===== src/sv/ffba_pkg.sv =====
`default_nettype none

package ffba_pkg;

    // Bytes of block header ahead of every user area
    localparam int unsigned HEADER_BYTES = 24;

    localparam int unsigned SIZE_W = 24;
    localparam int unsigned ADDR_W = 32;
    localparam int unsigned CFG_IDX_W = 2;

    // Request operation codes
    localparam logic CMD_ALLOC = 1'b0;
    localparam logic CMD_FREE  = 1'b1;

    // Configuration register indexes
    localparam logic [CFG_IDX_W-1:0] CFG_HEAP_BASE  = 2'd0;
    localparam logic [CFG_IDX_W-1:0] CFG_HEAP_LIMIT = 2'd1;

    typedef enum logic [2:0] {
        ST_OK        = 3'd0,
        ST_NULL      = 3'd1,
        ST_EXHAUSTED = 3'd2,
        ST_FULL      = 3'd3,
        ST_NOT_FOUND = 3'd4
    } status_code_t;

    // Source of the returned user address
    typedef enum logic [1:0] {
        RES_ZERO,
        RES_HIT,
        RES_APPEND
    } res_sel_t;

    // Commands from the controller to the datapath
    typedef struct packed {
        logic         start;      // latch request, rewind scan
        logic         scan;       // issue next table read
        logic         hit_wr;     // rewrite the matching entry
        logic         append_wr;  // append an entry at the break
        logic         load_res;   // load the result register
        res_sel_t     res_sel;
        status_code_t res_status;
    } ffba_cmd_t;

    // Status from the datapath to the controller
    typedef struct packed {
        logic is_free;
        logic req_null;
        logic hit;
        logic scan_end;
        logic table_full;
        logic heap_over;
    } ffba_stat_t;

endpackage

`default_nettype wire


===== src/sv/ffba_datapath.sv =====
`default_nettype none

module ffba_datapath
    import ffba_pkg::*;
#(
    parameter int unsigned MAX_BLOCKS = 64
) (
    input  wire logic                 aclk,
    input  wire logic                 aresetn,
    input  wire ffba_cmd_t            cmd,
    output ffba_stat_t                stat,
    input  wire logic                 req_cmd,
    input  wire logic [SIZE_W-1:0]    req_size,
    input  wire logic [ADDR_W-1:0]    req_addr,
    input  wire logic                 cfg_we,
    input  wire logic [CFG_IDX_W-1:0] cfg_index,
    input  wire logic [ADDR_W-1:0]    cfg_data,
    output logic [ADDR_W-1:0]         res_addr,
    output logic [2:0]                res_status
);

    localparam int unsigned CW = $clog2(MAX_BLOCKS + 1);
    localparam int unsigned AW = (MAX_BLOCKS > 1) ? $clog2(MAX_BLOCKS) : 1;
    localparam int unsigned EW = 1 + SIZE_W + ADDR_W;

    // Table entry: used flag, user size, block base
    logic [EW-1:0] tbl_mem [MAX_BLOCKS];

    logic                 req_cmd_reg;
    logic [SIZE_W-1:0]    req_size_reg;
    logic [ADDR_W-1:0]    req_addr_reg;
    logic [CW-1:0]        rd_ptr_reg;
    logic                 pend_reg;
    logic [AW-1:0]        eval_idx_reg;
    logic [EW-1:0]        rd_data_reg;
    logic [CW-1:0]        count_reg;
    logic [ADDR_W-1:0]    break_reg;
    logic [ADDR_W-1:0]    limit_reg;
    logic [ADDR_W-1:0]    res_addr_reg;
    logic [2:0]           res_status_reg;
    logic [ADDR_W-1:0]    res_addr_next;

    logic                 rd_used;
    logic [SIZE_W-1:0]    rd_size;
    logic [ADDR_W-1:0]    rd_base;
    logic [ADDR_W-1:0]    rd_user;
    logic [ADDR_W:0]      new_end;
    logic                 more;
    logic                 wr_en;
    logic [AW-1:0]        wr_idx;
    logic [EW-1:0]        wr_data;

    assign rd_used = rd_data_reg[EW-1];
    assign rd_size = rd_data_reg[SIZE_W+ADDR_W-1:ADDR_W];
    assign rd_base = rd_data_reg[ADDR_W-1:0];
    assign rd_user = rd_base + ADDR_W'(HEADER_BYTES);

    assign new_end = {1'b0, break_reg} + (ADDR_W+1)'(HEADER_BYTES)
                   + {{(ADDR_W+1-SIZE_W){1'b0}}, req_size_reg};
    assign more    = (rd_ptr_reg < count_reg);

    // Status towards the controller
    always_comb begin
        stat.is_free    = (req_cmd_reg == CMD_FREE);
        stat.req_null   = (req_cmd_reg == CMD_FREE) ? (req_addr_reg == '0)
                                                    : (req_size_reg == '0);
        stat.hit        = pend_reg && ((req_cmd_reg == CMD_FREE)
                        ? (rd_user == req_addr_reg)
                        : (!rd_used && (rd_size >= req_size_reg)));
        stat.scan_end   = !pend_reg && !more;
        stat.table_full = (count_reg == CW'(MAX_BLOCKS));
        stat.heap_over  = (new_end > {1'b0, limit_reg});
    end

    // Table write: rewrite a match or append at the break
    always_comb begin
        wr_en   = cmd.hit_wr || cmd.append_wr;
        wr_idx  = cmd.hit_wr ? eval_idx_reg : count_reg[AW-1:0];
        wr_data = cmd.hit_wr ? {(req_cmd_reg == CMD_ALLOC), rd_size, rd_base}
                             : {1'b1, req_size_reg, break_reg};
    end

    always_ff @(posedge aclk) begin
        if (wr_en) begin
            tbl_mem[wr_idx] <= wr_data;
        end
        if (cmd.scan && more) begin
            rd_data_reg <= tbl_mem[rd_ptr_reg[AW-1:0]];
        end
    end

    // Latch request payload
    always_ff @(posedge aclk) begin
        if (cmd.start) begin
            req_cmd_reg  <= req_cmd;
            req_size_reg <= req_size;
            req_addr_reg <= req_addr;
        end
    end

    // Scan pointers: read address runs one ahead of evaluation
    always_ff @(posedge aclk) begin
        if (!aresetn) begin
            rd_ptr_reg <= '0;
            pend_reg   <= 1'b0;
        end else if (cmd.start) begin
            rd_ptr_reg <= '0;
            pend_reg   <= 1'b0;
        end else if (cmd.scan) begin
            pend_reg <= more;
            if (more) begin
                rd_ptr_reg   <= rd_ptr_reg + CW'(1);
                eval_idx_reg <= rd_ptr_reg[AW-1:0];
            end
        end
    end

    // Heap state and configuration registers
    always_ff @(posedge aclk) begin
        if (!aresetn) begin
            count_reg <= '0;
            break_reg <= '0;
            limit_reg <= '1;
        end else begin
            if (cfg_we && (cfg_index == CFG_HEAP_BASE)) begin
                if (count_reg == '0) begin
                    break_reg <= cfg_data;
                end
            end
            if (cfg_we && (cfg_index == CFG_HEAP_LIMIT)) begin
                limit_reg <= cfg_data;
            end
            if (cmd.append_wr) begin
                count_reg <= count_reg + CW'(1);
                break_reg <= new_end[ADDR_W-1:0];
            end
        end
    end

    // Result payload
    always_comb begin
        case (cmd.res_sel)
            RES_HIT:    res_addr_next = rd_user;
            RES_APPEND: res_addr_next = break_reg + ADDR_W'(HEADER_BYTES);
            default:    res_addr_next = '0;
        endcase
    end

    always_ff @(posedge aclk) begin
        if (cmd.load_res) begin
            res_addr_reg   <= res_addr_next;
            res_status_reg <= cmd.res_status;
        end
    end

    assign res_addr   = res_addr_reg;
    assign res_status = res_status_reg;

endmodule

`default_nettype wire


===== src/sv/ffba_ctrl.sv =====
`default_nettype none

module ffba_ctrl
    import ffba_pkg::*;
(
    input  wire logic       aclk,
    input  wire logic       aresetn,
    input  wire logic       s_valid,
    output logic            s_ready,
    output logic            m_valid,
    input  wire logic       m_ready,
    input  wire ffba_stat_t stat,
    output ffba_cmd_t       cmd
);

    typedef enum logic [1:0] {
        IDLE,
        START,
        SCAN
    } state_t;

    state_t state_reg;
    state_t state_next;
    logic   m_valid_reg;
    logic   out_free;

    assign out_free = !m_valid_reg || m_ready;
    assign s_ready  = (state_reg == IDLE);
    assign m_valid  = m_valid_reg;

    // Sequence the request and choose the outcome
    always_comb begin
        state_next     = state_reg;
        cmd.start      = 1'b0;
        cmd.scan       = 1'b0;
        cmd.hit_wr     = 1'b0;
        cmd.append_wr  = 1'b0;
        cmd.load_res   = 1'b0;
        cmd.res_sel    = RES_ZERO;
        cmd.res_status = ST_OK;
        case (state_reg)
            IDLE: begin
                if (s_valid) begin
                    cmd.start  = 1'b1;
                    state_next = START;
                end
            end
            START: begin
                // hold until the result register is free
                if (out_free) begin
                    if (stat.req_null) begin
                        cmd.load_res   = 1'b1;
                        cmd.res_status = ST_NULL;
                        state_next     = IDLE;
                    end else begin
                        state_next = SCAN;
                    end
                end
            end
            SCAN: begin
                if (stat.hit) begin
                    cmd.hit_wr   = 1'b1;
                    cmd.load_res = 1'b1;
                    cmd.res_sel  = stat.is_free ? RES_ZERO : RES_HIT;
                    state_next   = IDLE;
                end else if (stat.scan_end) begin
                    cmd.load_res = 1'b1;
                    state_next   = IDLE;
                    if (stat.is_free) begin
                        cmd.res_status = ST_NOT_FOUND;
                    end else if (stat.table_full) begin
                        cmd.res_status = ST_FULL;
                    end else if (stat.heap_over) begin
                        cmd.res_status = ST_EXHAUSTED;
                    end else begin
                        cmd.append_wr = 1'b1;
                        cmd.res_sel   = RES_APPEND;
                    end
                end else begin
                    cmd.scan = 1'b1;
                end
            end
            default: begin
                state_next = IDLE;
            end
        endcase
    end

    always_ff @(posedge aclk) begin
        if (!aresetn) begin
            state_reg   <= IDLE;
            m_valid_reg <= 1'b0;
        end else begin
            state_reg <= state_next;
            if (cmd.load_res) begin
                m_valid_reg <= 1'b1;
            end else if (m_ready) begin
                m_valid_reg <= 1'b0;
            end
        end
    end

endmodule

`default_nettype wire


===== src/sv/first_fit_block_allocator.sv =====
// A null request gives its result without a table scan; any other request is settled by
// the table scan, which reads one entry per cycle.
// One transaction at a time; the next is accepted the cycle after the result is loaded.
// Reset (aresetn, synchronous, active low): empty table, heap_base 0, heap_limit all ones,
// break at 0, no result pending. Table contents are not cleared.
`default_nettype none

module first_fit_block_allocator
    import ffba_pkg::*;
#(
    parameter int unsigned MAX_BLOCKS = 64
) (
    input  wire logic                 aclk,
    input  wire logic                 aresetn,
    input  wire logic                 s_valid,
    output logic                      s_ready,
    input  wire logic                 s_cmd,
    input  wire logic [SIZE_W-1:0]    s_req_size,
    input  wire logic [ADDR_W-1:0]    s_user_addr_in,
    output logic                      m_valid,
    input  wire logic                 m_ready,
    output logic [ADDR_W-1:0]         m_user_addr_out,
    output logic [2:0]                m_status,
    input  wire logic                 cfg_we,
    input  wire logic [CFG_IDX_W-1:0] cfg_index,
    input  wire logic [ADDR_W-1:0]    cfg_data
);

    ffba_cmd_t  cmd;
    ffba_stat_t stat;

    ffba_ctrl u_ctrl (
        .aclk    (aclk),
        .aresetn (aresetn),
        .s_valid (s_valid),
        .s_ready (s_ready),
        .m_valid (m_valid),
        .m_ready (m_ready),
        .stat    (stat),
        .cmd     (cmd)
    );

    ffba_datapath #(
        .MAX_BLOCKS (MAX_BLOCKS)
    ) u_datapath (
        .aclk       (aclk),
        .aresetn    (aresetn),
        .cmd        (cmd),
        .stat       (stat),
        .req_cmd    (s_cmd),
        .req_size   (s_req_size),
        .req_addr   (s_user_addr_in),
        .cfg_we     (cfg_we),
        .cfg_index  (cfg_index),
        .cfg_data   (cfg_data),
        .res_addr   (m_user_addr_out),
        .res_status (m_status)
    );

endmodule

`default_nettype wire

===== config.mk =====
export PLATFORM = sky130hd
export DESIGN_NAME = first_fit_block_allocator
export DESIGN_NICKNAME = d
export VERILOG_FILES = /design/src/sv/ffba_pkg.sv /design/src/sv/ffba_datapath.sv /design/src/sv/ffba_ctrl.sv /design/src/sv/first_fit_block_allocator.sv
export SDC_FILE = /design/constraint.sdc
export NUM_CORES = 2
export LEC_CHECK = 0
export BUFFER_PORTS_ARGS = -buffer_cell sky130_fd_sc_hd__buf_4
export CAP_MARGIN = 20
export CELL_PAD_IN_SITES_DETAIL_PLACEMENT = 1
export CELL_PAD_IN_SITES_GLOBAL_PLACEMENT = 2
export CORE_AREA = 3 3 745 599
export DETAILED_ROUTE_END_ITERATION = 10
export DIE_AREA = 0 0 748 602
export MAX_ROUTING_LAYER = met4
export PLACE_DENSITY = 0.58
export SYNTH_ARGS = -nofsm -noshare
export SYNTH_HDL_FRONTEND = slang
export SYNTH_SLANG_ARGS = --single-unit
export TNS_END_PERCENT = 100

===== constraint.sdc =====
create_clock -name aclk -period 29.6 [get_ports aclk]
set_clock_uncertainty 0.05 [all_clocks]
set_input_delay 5.92 -clock aclk [delete_from_list [all_inputs] [get_ports aclk]]
set_output_delay 5.92 -clock aclk [all_outputs]
set_load 0.1 [all_outputs]

==> parameters.txt <==
Parameter                              Value

Clocking
  Cell at the root of the clock tree    sky130_fd_sc_hd__clkbuf_16
  Gates resized, CTS repair    0
  Max clock buf depth    4
  Count of clock tree sinks    3885
  CTS tree    done
  Source-to-sink clock delay at the later pin of the worst-skew pair    1030 ps
  Number of setup buffers added after CTS    0
  Number of buffers inserted by hold repair at cts    0
  H-tree lvl count    5
  Clock Pin Slew Worst Setup and Hold Paths    60 ps
  Number of buffers created by CTS    400

Routing
  Drt first-iter violations    11991
  Number of remaining DRC errors    0
  Detailed-route via count    77331
  Number of iterations in the first detailed-routing pass    5
  Final WL    493.4 mm
  Average wire per cell in the routed design    36.68 um
  Count of nets left with antenna violations after detail routing    0
  Via-per-instance ratio    5.749

Setup path
  Critical path capture point type    register
  Register-to-register setup slack    20360 ps
  Worst EP required    30170 ps
  Peak fanout along the critical path    39
  Critical path launch point type    register
  Worst Setup Path Type    register to register
  Worst Path Arrival    9810 ps

Power and ir drop
  Pwr per Cell Area    65.42 nW/um2
  Leakage power    0.05397 uW
  Sum of internal, switching and leakage power    11560 uW
  Peak VDD IR    0.00004886 V

Outcome
  Status    finished clean

Global routing
  Vias in the first global route    76045
  Largest net degree at the start of global routing    133
  Total global routing track utilization    0.2216
  Number of antenna violations at the first check in global routing    100
  GR Overflow Total    0
  Global-route wire length before repair    671.9 mm

Placement
  Quantity of I/O buffers inserted on ports    132
  Routability Congestion    0.8525
  HPWL after detailed placement    306.8 mm
  Placed Instances    12642

Die
  Die height    602 um
  Die outline width    748 um
  Floorplan core area    439700 um2
  Num ports    133
  Die area    450300 um2
  Effective utilization at floorplan    0.3490
  Rows    218

Synth
  Net count of the mapped netlist    7039
  Post-synthesis register bit count    3885
  Average size of a mapped cell    22.50 um2
  Cell variety after synth    96
  Sequential fraction of the synthesis area    0.7548
  Netlist area before placement    153500 um2
  EDFF count, synth    3803
  Async set-reset flop share out of synthesis    0
  Post-synthesis instance total    6822
  Synth Flop Type    sky130_fd_sc_hd__edfxtp_1
  Synth warn    0

Layout
  Share of post-route cells with drive strength above 1    0.3030
  Most common cell after layout, fill and taps aside    sky130_fd_sc_hd__edfxtp_1
  Layout overhead on the synthesized area    15.11%
  Leading cell types in the layout, fill and taps excluded    sky130_fd_sc_hd__edfxtp_1, sky130_fd_sc_hd__mux4_2, sky130_fd_sc_hd__clkbuf_16
  Largest register FFs    3648
  Final net count    7435
  Post-Layout Cell Count    13451

Timing
  Final hold violation count    0
  # setup viols final    0
  Tmin final    9242 ps
  Max-slew violations    0
  Fmax achieved    0.1082 GHz
  Slew @ Worst Pin    1200 ps
  Relative slew margins    0.1998
  RSZ-0062 raised after global routing    no
  Part of the cycle the worst path needs    0.3122
  Final-layout setup total negative slack    0 ps

Min path
  HP Class    register to register

Job
  Maximum Capacitance Violations    0
[routing by layer]
metal,track usage,share of wire
met5,-,0
met1,0.3498,0.47
met2,0.3032,0.43
met4,0.03506,0.016
met3,0.03933,0.088
[stage by stage]
| stage | instance area, um2 | hold slack [ps] | util | setup slack [ps] |
|---|---|---|---|---|
| 6_report | 176700 | 455.0 | 0.4018 | 20360 |
| 5_1_grt | 176600 | 465.1 | 0.4017 | 19720 |
| 4_1_cts | 176400 | 450.1 | 0.4012 | 20350 |
| 3_5_place_dp | 163200 | 440.4 | 0.3712 | 20350 |
| 3_3_place_gp | 163000 | 420.1 | 0.3707 | 20310 |
| 2_1_floorplan | 153500 | 382.3 | - | 20010 |
[critical path: stages, from the launching register on]
cell and delay [ps]:
sky130_fd_sc_hd__dfxtp_1 490, sky130_fd_sc_hd__ha_1 300, sky130_fd_sc_hd__ha_1 330, sky130_fd_sc_hd__a211oi_1 330
sky130_fd_sc_hd__o21ai_0 200, sky130_fd_sc_hd__a221oi_1 340, sky130_fd_sc_hd__nand2_1 190, sky130_fd_sc_hd__a221oi_1 430
sky130_fd_sc_hd__o21ai_0 230, sky130_fd_sc_hd__a31oi_1 810, sky130_fd_sc_hd__nor2_1 140, sky130_fd_sc_hd__xor2_1 200
sky130_fd_sc_hd__ha_1 210, sky130_fd_sc_hd__a2111oi_0 590, sky130_fd_sc_hd__o211ai_1 210, sky130_fd_sc_hd__o41ai_1 500
sky130_fd_sc_hd__o311ai_2 170, sky130_fd_sc_hd__buf_4 270, sky130_fd_sc_hd__nor4_1 740, sky130_fd_sc_hd__a41oi_4 290
sky130_fd_sc_hd__nor2_4 930, sky130_fd_sc_hd__buf_4 730
[cell usage after synthesis, drive strengths merged (17+ instances only)]
master,number,share of area
a21o,34,0.0017
a21oi,53,0.0018
a22oi,29,0.0014
a311oi,25,0.0014
a31oi,17,0.00077
and3,19,0.00077
buf,111,0.0034
clkbuf,251,0.0062
dfxtp,82,0.011
edfxtp,3803,0.74
ha,120,0.0098
inv,107,0.0026
mux2,30,0.0022
mux4,1197,0.18
nand2,194,0.0047
nand2b,17,0.00069
nand3,42,0.0014
nand4,45,0.0021
nor2,176,0.0043
nor2b,19,0.00077
nor3,42,0.0014
nor4,26,0.0012
o211ai,42,0.0021
o21ai,54,0.0018
xnor2,71,0.0041
xor2,41,0.0023
[final cells by class]
cell class,count,area [um2]
clock buffers,490,10420
clock inverters,241,2766
diodes,74,185.2
flip-flops and latches,3885,115900
multi-input cells,2467,36740
well taps,5830,7295
fillers,41039,263000
inverters,108,410.4
repair buffers,356,2992
[path summary, 6_finish.rpt]
| kind | depth (start not counted) | endpoint | from |
|---|---|---|---|
| max | 21 | u_datapath.tbl_mem[47][7] | u_datapath.break_reg[10] |
| min | 2 | u_ctrl.state_reg[1] | u_ctrl.state_reg[1] |
| max reg2reg | 21 | u_datapath.tbl_mem[47][7] | u_datapath.break_reg[10] |
| min reg2reg | 2 | u_ctrl.state_reg[1] | u_ctrl.state_reg[1] |
[power by group]
part / switching (uW) / internal, uW / total (uW)
Clock: 2230 / 2910 / 5150
Sequential: 19.0 / 6070 / 6090
Combinational: 253 / 68.5 / 321
[logic make-up (layout without fill, tap and decap cells)]
| kind of cell | count (synthesis) | after routing | synth area share |
|---|---|---|---|
| AO/OA/AOI/OAI | 351 | 351 | 0.01675 |
| AND/OR/NAND/NOR | 635 | 635 | 0.02015 |
| flip-flops | 3885 | 3885 | 0.7548 |
| adder cells (fa/ha/maj) | 121 | 121 | 0.009914 |
| other | 0 | 74 | 0 |
| multiplexers | 1243 | 1243 | 0.1791 |
| XOR/XNOR | 117 | 117 | 0.007133 |
| buffers and inverters | 470 | 1195 | 0.01220 |
Power figures use the tool's default switching activity.
